`config.mk`:
```
export PLATFORM = sky130hd
export DESIGN_NAME = stepper_step_pulse_generator_core
export DESIGN_NICKNAME = d
export VERILOG_FILES = /design/src/rtl/core/sspg_pkg.sv /design/src/rtl/core/sspg_div.sv /design/src/rtl/core/sspg_tick_unit.sv /design/src/rtl/core/stepper_step_pulse_generator_core.sv
export SDC_FILE = /design/constraint.sdc
export NUM_CORES = 1
export LEC_CHECK = 0
export ABC_AREA = 0
export BUFFER_PORTS_ARGS = -buffer_cell sky130_fd_sc_hd__clkbuf_2
export CORE_MARGIN = 4
export CORE_UTILIZATION = 60
export DETAILED_ROUTE_END_ITERATION = 12
export PLACE_DENSITY_LB_ADDON = 0.1
export SLEW_MARGIN = 10
export SYNTH_ARGS = -nofsm -noshare
export SYNTH_HDL_FRONTEND = slang
export SYNTH_SLANG_ARGS = --single-unit
```
`constraint.sdc`:
```
create_clock -name clk -period 8.95 [get_ports clk]
set_input_delay 0.4475 -clock clk [delete_from_list [all_inputs] [get_ports clk]]
set_output_delay 0.4475 -clock clk [all_outputs]
set_load 0.02 [all_outputs]
```
`src/rtl/core/sspg_pkg.sv`:
```
// Shared types, constants and helpers for the step pulse generator core.
// No dependencies; every module of the core imports this package.
package sspg_pkg;

	localparam int MOTORS = 4;
	localparam int IDX_W  = (MOTORS > 1) ? $clog2(MOTORS) : 1;

	localparam int WORD_W = 32;
	localparam int HP_W   = 19;
	localparam int DOSE_W = 16;
	localparam int QUO_W  = 20;

	// Step clock in Hz; quotient of this over the dose is the full period.
	localparam logic [QUO_W-1:0] STEP_CLOCK_HZ   = QUO_W'(1000000);
	localparam logic [HP_W-1:0]  MIN_HALF_PERIOD = HP_W'(4);

	// Item kinds
	localparam logic [1:0] KIND_TICK  = 2'd0;
	localparam logic [1:0] KIND_SETUP = 2'd1;
	localparam logic [1:0] KIND_RUN   = 2'd2;
	localparam logic [1:0] KIND_STOP  = 2'd3;

	// Configuration register indexes
	localparam logic REG_DIR_INVERT  = 1'b0;
	localparam logic REG_EXT_FEEDBACK = 1'b1;

	typedef logic [WORD_W-1:0] word_t;
	typedef logic [HP_W-1:0]   hp_t;

	// Outcome of evaluating one motor on a tick
	typedef struct packed {
		logic  toggle;
		logic  phase;
		word_t count;
	} tick_res_t;

	// Mask bits exist for motors 0..3 only
	function automatic logic mask_bit(input logic [3:0] mask, input int unsigned m);
		logic b;
		b = 1'b0;
		if (m < 4)
			b = mask[m[1:0]];
		return b;
	endfunction

endpackage

```
`src/rtl/core/sspg_div.sv`:
```
// Restoring divider: STEP_CLOCK_HZ divided by the dose, one quotient bit per cycle.
// Depends on sspg_pkg.
module sspg_div (
	input  logic                          clk,
	input  logic                          arst_n,
	input  logic                          start,
	input  logic [sspg_pkg::DOSE_W-1:0]   divisor,
	output logic                          done,
	output logic [sspg_pkg::QUO_W-1:0]    quotient
);
	import sspg_pkg::*;

	localparam int CNT_W = $clog2(QUO_W);

	logic                busy_q;
	logic                done_q;
	logic [CNT_W-1:0]    cnt_q;
	logic [QUO_W-1:0]    dvd_q;
	logic [DOSE_W-1:0]   rem_q;
	logic [DOSE_W-1:0]   div_q;
	logic [DOSE_W:0]     trial;
	logic [DOSE_W:0]     diff;
	logic                fits;

	// shift in the next dividend bit and try a subtract
	assign trial = {rem_q, dvd_q[QUO_W-1]};
	assign diff  = trial - {1'b0, div_q};
	assign fits  = trial >= {1'b0, div_q};

	always_ff @(posedge clk or negedge arst_n) begin
		if (!arst_n) begin
			busy_q <= 1'b0;
			done_q <= 1'b0;
			cnt_q  <= '0;
		end else begin
			done_q <= 1'b0;
			if (start) begin
				busy_q <= 1'b1;
				cnt_q  <= '0;
			end else if (busy_q) begin
				cnt_q <= cnt_q + CNT_W'(1);
				if (cnt_q == CNT_W'(QUO_W - 1)) begin
					busy_q <= 1'b0;
					done_q <= 1'b1;
				end
			end
		end
	end

	always_ff @(posedge clk) begin
		if (start) begin
			dvd_q <= STEP_CLOCK_HZ;
			rem_q <= '0;
			div_q <= divisor;
		end else if (busy_q) begin
			rem_q <= fits ? diff[DOSE_W-1:0] : trial[DOSE_W-1:0];
			dvd_q <= {dvd_q[QUO_W-2:0], fits};
		end
	end

	assign done     = done_q;
	assign quotient = dvd_q;

endmodule

```
`src/rtl/core/sspg_tick_unit.sv`:
```
// Shared elapsed-time compare and pulse counter for one motor per cycle.
// Depends on sspg_pkg.
module sspg_tick_unit (
	input  sspg_pkg::word_t     time_now,
	input  sspg_pkg::word_t     last_toggle,
	input  sspg_pkg::hp_t       half_period,
	input  logic                phase,
	input  sspg_pkg::word_t     count,
	input  logic                ext_feedback,
	output sspg_pkg::tick_res_t res
);
	import sspg_pkg::*;

	word_t elapsed;
	logic  toggle;

	assign elapsed = time_now - last_toggle;
	assign toggle  = (half_period != '0) && (elapsed >= WORD_W'(half_period));

	always_comb begin
		res.toggle = toggle;
		res.phase  = toggle ? ~phase : phase;
		res.count  = count;
		// count on the falling edge unless the motor reports its own feedback
		if (toggle && phase && !ext_feedback)
			res.count = count + WORD_W'(1);
	end

endmodule

```
`src/rtl/core/stepper_step_pulse_generator_core.sv`:
```
// Step pulse generator for MOTORS channels: time base, per-motor state and sequencer.
// Depends on sspg_pkg, sspg_div and sspg_tick_unit.
//
// Each input item produces exactly one result item carrying the step and
// direction line levels after the item, the pulse count of the addressed motor
// and a dose error flag. A tick advances the microsecond counter and then walks
// the motors one per cycle through a single shared compare/increment unit.
// A run item with nonzero speed and dose runs the shared restoring divider,
// one quotient bit per cycle over 20 bits. Setup, stop and run items that halt
// the motor skip the divider and go straight to the result. The input side
// stalls while an item is in work; a finished result waits in the output
// register so a new item can be taken before it is collected. Configuration
// writes are always ready and take effect at once; write them only while idle.
module stepper_step_pulse_generator_core (
	input  logic        clk,
	input  logic        arst_n,

	input  logic        in_valid,
	output logic        in_stall,
	input  logic [1:0]  kind,
	input  logic [1:0]  motor,
	input  logic signed [15:0] speed,
	input  logic [15:0] dose,

	output logic        out_valid,
	input  logic        out_stall,
	output logic [3:0]  step_lines,
	output logic [3:0]  direction_lines,
	output logic [31:0] pulse_count,
	output logic        dose_error,

	input  logic        cfg_valid,
	output logic        cfg_ready,
	input  logic        cfg_index,
	input  logic [3:0]  cfg_data
);
	import sspg_pkg::*;

	typedef enum logic [1:0] {
		ST_IDLE,
		ST_TICK,
		ST_DIV,
		ST_DONE
	} state_t;

	state_t             state_q;
	logic [IDX_W-1:0]   idx_q;
	logic [IDX_W-1:0]   motor_q;
	logic               motor_ok_q;
	logic               err_q;

	// time base and per-motor state
	word_t              time_q;
	word_t              last_q   [MOTORS];
	hp_t                hp_q     [MOTORS];
	logic               phase_q  [MOTORS];
	logic               level_q  [MOTORS];
	logic               dir_q    [MOTORS];
	word_t              count_q  [MOTORS];

	logic [3:0]         dir_inv_q;
	logic [3:0]         ext_fb_q;

	// output register
	logic               out_valid_q;
	logic [3:0]         step_lines_q;
	logic [3:0]         direction_lines_q;
	word_t              pulse_count_q;
	logic               dose_error_q;

	logic               in_acc;
	logic               in_ok;
	logic [IDX_W-1:0]   in_idx;
	logic               div_start;
	logic               div_done;
	logic [QUO_W-1:0]   quotient;
	hp_t                hp_new;
	tick_res_t          tick_res;
	logic [3:0]         step_vec;
	logic [3:0]         dir_vec;

	assign in_stall  = (state_q != ST_IDLE);
	assign in_acc    = in_valid && !in_stall;
	assign in_ok     = (int'(motor) < MOTORS);
	assign in_idx    = IDX_W'(motor);
	assign cfg_ready = 1'b1;

	// divide only for a real run request; zero speed or dose halts at once
	assign div_start = in_acc && in_ok && (kind == KIND_RUN) &&
		(speed != '0) && (dose != '0);

	sspg_div u_div (
		.clk      (clk),
		.arst_n   (arst_n),
		.start    (div_start),
		.divisor  (dose),
		.done     (div_done),
		.quotient (quotient)
	);

	// half of the full period, floored at the minimum
	assign hp_new = (quotient[QUO_W-1:1] < MIN_HALF_PERIOD) ?
		MIN_HALF_PERIOD : quotient[QUO_W-1:1];

	sspg_tick_unit u_tick (
		.time_now     (time_q),
		.last_toggle  (last_q[idx_q]),
		.half_period  (hp_q[idx_q]),
		.phase        (phase_q[idx_q]),
		.count        (count_q[idx_q]),
		.ext_feedback (mask_bit(ext_fb_q, int'(idx_q))),
		.res          (tick_res)
	);

	// gather line levels of the motors that have a line bit
	always_comb begin
		step_vec = '0;
		dir_vec  = '0;
		for (int i = 0; i < MOTORS && i < 4; i++) begin
			step_vec[i] = level_q[i];
			dir_vec[i]  = dir_q[i];
		end
	end

	always_ff @(posedge clk or negedge arst_n) begin
		if (!arst_n) begin
			state_q           <= ST_IDLE;
			idx_q             <= '0;
			motor_q           <= '0;
			motor_ok_q        <= 1'b0;
			err_q             <= 1'b0;
			out_valid_q       <= 1'b0;
			step_lines_q      <= '0;
			direction_lines_q <= '0;
			pulse_count_q     <= '0;
			dose_error_q      <= 1'b0;
			time_q            <= '0;
			dir_inv_q         <= '0;
			ext_fb_q          <= '0;
			for (int i = 0; i < MOTORS; i++) begin
				last_q[i]  <= '0;
				hp_q[i]    <= '0;
				phase_q[i] <= 1'b0;
				level_q[i] <= 1'b0;
				dir_q[i]   <= 1'b0;
				count_q[i] <= '0;
			end
		end else begin
			// register writes
			if (cfg_valid && cfg_ready) begin
				unique case (cfg_index)
					REG_DIR_INVERT:   dir_inv_q <= cfg_data;
					REG_EXT_FEEDBACK: ext_fb_q  <= cfg_data;
					default:          ;
				endcase
			end

			// drop the result once taken, unless a new one replaces it
			if (out_valid_q && !out_stall && state_q != ST_DONE)
				out_valid_q <= 1'b0;

			unique case (state_q)
				ST_IDLE: begin
					if (in_acc) begin
						motor_q    <= in_idx;
						motor_ok_q <= in_ok;
						err_q      <= 1'b0;
						if (kind == KIND_TICK) begin
							time_q  <= time_q + WORD_W'(1);
							idx_q   <= '0;
							state_q <= ST_TICK;
						end else begin
							// a real run request goes through the divider first
							state_q <= div_start ? ST_DIV : ST_DONE;
							if (in_ok) begin
								unique case (kind)
									KIND_SETUP: begin
										hp_q[in_idx]    <= '0;
										last_q[in_idx]  <= time_q + WORD_W'(1);
										level_q[in_idx] <= 1'b0;
										dir_q[in_idx]   <=
											~mask_bit(dir_inv_q, int'(in_idx));
										if (!mask_bit(ext_fb_q, int'(in_idx)))
											count_q[in_idx] <= '0;
									end
									KIND_RUN: begin
										if (speed == '0) begin
											hp_q[in_idx]    <= '0;
											level_q[in_idx] <= 1'b0;
										end else if (dose == '0) begin
											hp_q[in_idx]    <= '0;
											level_q[in_idx] <= 1'b0;
											err_q           <= 1'b1;
										end
									end
									KIND_STOP: begin
										hp_q[in_idx]    <= '0;
										level_q[in_idx] <= 1'b0;
									end
									default: ;
								endcase
							end
						end
					end
				end

				ST_TICK: begin
					// advance one motor per cycle through the shared unit
					if (tick_res.toggle) begin
						last_q[idx_q]  <= time_q;
						phase_q[idx_q] <= tick_res.phase;
						level_q[idx_q] <= tick_res.phase;
						count_q[idx_q] <= tick_res.count;
					end
					idx_q <= idx_q + IDX_W'(1);
					if (idx_q == IDX_W'(MOTORS - 1))
						state_q <= ST_DONE;
				end

				ST_DIV: begin
					if (div_done) begin
						hp_q[motor_q] <= hp_new;
						state_q       <= ST_DONE;
					end
				end

				ST_DONE: begin
					// publish once the output register is free or being emptied
					if (!out_valid_q || !out_stall) begin
						out_valid_q       <= 1'b1;
						step_lines_q      <= step_vec;
						direction_lines_q <= dir_vec;
						pulse_count_q     <= motor_ok_q ? count_q[motor_q] : '0;
						dose_error_q      <= err_q;
						state_q           <= ST_IDLE;
					end
				end

				default: state_q <= ST_IDLE;
			endcase
		end
	end

	assign out_valid       = out_valid_q;
	assign step_lines      = step_lines_q;
	assign direction_lines = direction_lines_q;
	assign pulse_count     = pulse_count_q;
	assign dose_error      = dose_error_q;

endmodule

```
==> impl_metrics.csv <==
group,metric,value,unit
logic_synthesis,ys.flop_type,"dfrtp_1",
worst_setup_path,path_depth,33,
worst_setup_path,critical_path_class,"flop to flop",
logic_synthesis,ys.warnings.count,0,
timing,finalCritPeriodShare,0.855,
floorplanning,core-area,45800,sq um
worst_setup_path,worstPathArrival,8100,ps
drt,drt-initial-drc-count,2334,
power,clock_power_share,0.255,
floorplanning,die_w,224,um
timing,tns,0,ps
drt,drtPass1Iterations,6,
logic_synthesis,ys_seq_elements,493,
logic_synthesis,async_flop_share,0.895,
drt,dr_wl_met3,6540,um
clocking,numCtsBuffers,54,
clocking,htreeDepth,2,
worst_setup_path,crit_required,9400,ps
worst_setup_path,cpMaxStageDelayCell,"dfrtp_4",
clocking,clock_sinks,493,
timing,finalMaxSlewViolations,0,
clocking,cts_tree,"done",
power,seqPwrFrac,0.325,
finish,fin_nets,2753,
timing,clock.fmax,131,MHz
drt,avgRoutedWirePerCell,24.0,um
drt,drc,0,
power,p_leak,13.0,nW
logic_synthesis,avgSynthCellArea,10.5,sq um
power,peakVddDrop,0.000271,V
worst_setup_path,cp.buffers_inverters,2,
timing,fin_crit,7650,ps
global_route,antenna_found_initial,0,
logic_synthesis,yosys.area.top_type,"dfrtp_1",
logic_synthesis,ys_types,75,
worst_setup_path,cp_top_family,"simple AND/OR/NAND/NOR gates",
floorplanning,rows,78,
floorplanning,ios,90,
global_route,grt_max_degree,179,
clocking,cts_root_buf,"clkbuf_16",
power,pwr_density_cell,299,nW/um^2
global_route,overflow,0,
drt,wl_met1,32700,um
placed_design,placedInstanceArea,28600,sq um
drt,ant_nets,0,
placed_design,place_hpwl,47100,um
timing,finalSetupViolCount,0,
worst_setup_path,worstRegToRegCells,33,
timing,tightest_slew,1210,ps
logic_synthesis,synthTopCellsByCount,"dfrtp_1 (441), nand2_1 (391), o21ai_0 (192)",
hold_path,hold_path_end,"u_div.div_q[3]$_DFFE_PP_",
drt,viasPerCell,6.82,
timing,finalHoldViolCount,0,
finish,drive_gt1_frac,0.142,
placed_design,portBuffers,88,
floorplanning,start_util,0.612,
power,internal_power,5.46,mW
run_status,status,"complete, no violations",
finish,insertedDiodeCount,0,
power,combPwrFrac,0.420,
worst_setup_path,r2r_end,"count_q[94]$_DFFE_PN0P_",
logic_synthesis,ys_seq_area_frac,0.437,
worst_setup_path,reg2reg_from,"idx_q[0]$_DFFE_PN0P_",
worst_setup_path,slowest_delay,730,ps
timing,rsz0062_at_grt,"false",
global_route,track_usage,0.312,
drt,top_layer_used,"met4",
timing,clock_skew,11.7,ps
worst_setup_path,r2r_setup_slack,1300,ps
global_route,grt_pass1_vias,22600,
worst_setup_path,path_max_fanout,18,
global_route,grt_pass1_wl,127000,um
clocking,postCtsSetupBuffers,0,
power,p_switching,3.63,mW
logic_synthesis,yosysTopAreaCellShare,0.394,
power,total_power,9.09,mW
drt,via_count,22300,
hold_path,hold_class,"primary input to flop",
logic_synthesis,synthCells,2679,
placed_design,gp_congestion,0.930,
clocking,clkLatencyLatePin,610,ps
logic_synthesis,synth_area_leaders,"dfrtp_1 (39%), mux4_2 (9.5%), mux2i_1 (5.4%), nand2_1 (5.2%), a32o_1 (4.5%)",
logic_synthesis,yosysMostFrequentCell,"dfrtp_1",
flow_run,maxCapViolCount,0,
drt,drt_wl_total,78500,um
finish,fin_area,30400,sq um
timing,max_slew_margin,0.191,
worst_setup_path,end_kind,"flop",
clocking,clockBufferDepth,3,
drt,dr_wl_met2,36700,um
hold_path,hold_start,"dose[3]",
floorplanning,dieArea,50200,sq um
logic_synthesis,synthesis.nets,2806,
logic_synthesis,synth-edff-count,16,
finish,area_growth,8.59,%
worst_setup_path,startpoint_type,"flop",
floorplanning,fp.dieH,224,um
clocking,path_clk_slew,60,ps
hold_path,whs_path_depth,1,
power,switching_share,0.400,
logic_synthesis,syn_area,28000,sq um
flip-flops by register name, indices dropped and copies added, names as in the netlist, 2 cells and up:
signal	count
state_q	2
u_div.div_q	16
time_q	32
pulse_count	32
hp_q	76
u_div.rem_q	16
dir_inv_q	4
u_div.cnt_q	5
last_q	128
direction_lines	4
ext_fb_q	4
motor_q	2
phase_q	4
level_q	4
count_q	128
step_lines	4
u_div.quotient	20
dir_q	4
idx_q	2
logic make-up after synthesis:
| family | after synthesis | share of synthesized area |
|---|---|---|
| simple gates | 725 | 0.116 |
| compound gates | 658 | 0.169 |
| flops | 493 | 0.437 |
| buf+inv | 322 | 0.0491 |
| mux | 289 | 0.157 |
| xor+xnor | 110 | 0.0347 |
| fa+ha+maj | 81 | 0.0367 |
| other cells | 1 | 0.000134 |
cell type report:
class                   instances  area (sq um)
fillers                      3506         15400
repair buffers                115           706
multi-input cells            1864         14500
well taps                     600           751
inverters                      98           368
clock inverters                20           219
clock buffers                  80          1640
flip-flops and latches        493         12200
placed cells by master (no fill, tap or decap), types with 16 or more instances in the layout:
cell type  instances
edfxtp_1          16
clkbuf_8          17
dfrtp_1          437
a21o_1            21
nor4_1            22
nand2_1          382
mux4_2           118
nand4_1           29
mux2_2            19
o21ai_0          192
a21oi_1           69
xor2_1            48
ha_1              79
a22o_1            97
clkbuf_2          87
a32o_1           125
inv_1             96
nor3_1            19
mux2i_1          152
buf_4             22
nand3_1           60
dfxtp_1           36
clkbuf_16         55
and3_1            34
xnor2_1           61
nor2_1            89
o31ai_1           62
power groups by stage:
stage / Clock, mW / Combinational [mW] / Sequential, mW
2_1_floorplan: 0 / 2.88 / 2.84
3_3_place_gp: 0 / 3.66 / 2.96
3_5_place_dp: 0 / 3.76 / 2.97
4_1_cts: 2.35 / 3.79 / 2.94
5_1_grt: 2.44 / 4.20 / 2.99
6_report: 2.32 / 3.82 / 2.95
how the worst max path moves through the flow:
stage / end / slack [ps] / from
3_3_place_gp: count_q[63]$_DFFE_PN0P_ / 1600 / idx_q[0]$_DFFE_PN0P_
3_5_place_dp: count_q[31]$_DFFE_PN0P_ / 1450 / idx_q[0]$_DFFE_PN0P_
6_report: count_q[94]$_DFFE_PN0P_ / 1300 / idx_q[0]$_DFFE_PN0P_
2_1_floorplan: count_q[127]$_DFFE_PN0P_ / 690 / idx_q[0]$_DFFE_PN0P_
4_1_cts: count_q[63]$_DFFE_PN0P_ / 1430 / idx_q[0]$_DFFE_PN0P_
5_1_grt: count_q[94]$_DFFE_PN0P_ / 740 / idx_q[0]$_DFFE_PN0P_
per-layer routing:
| metal | vias up | GRT usage |
|---|---|---|
| met5 | - | 0 |
| li1 | 9764 | - |
| met3 | 216 | 0.0506 |
| met1 | 11200 | 0.444 |
| met2 | 1106 | 0.492 |
| met4 | 0 | 0.111 |
what timing repair did:
action	CTS	global route
hold buffers	1	0
hold endpoints to repair	89	0
gates resized for setup	0	0
metrics by stage:
step | setup slack, ps | util | cells | hold slack, ps
after floorplan | 690 | - | 2679 | 152
after global placement | 1600 | 0.624 | 3169 | 441
after detailed placement | 1450 | 0.624 | 3169 | 457
after CTS | 1430 | 0.665 | 3270 | 0.691
after global routing | 743 | 0.665 | 3270 | 11.9
final | 1300 | 0.665 | 3270 | 28.4
(Power assumes the default switching activity.)
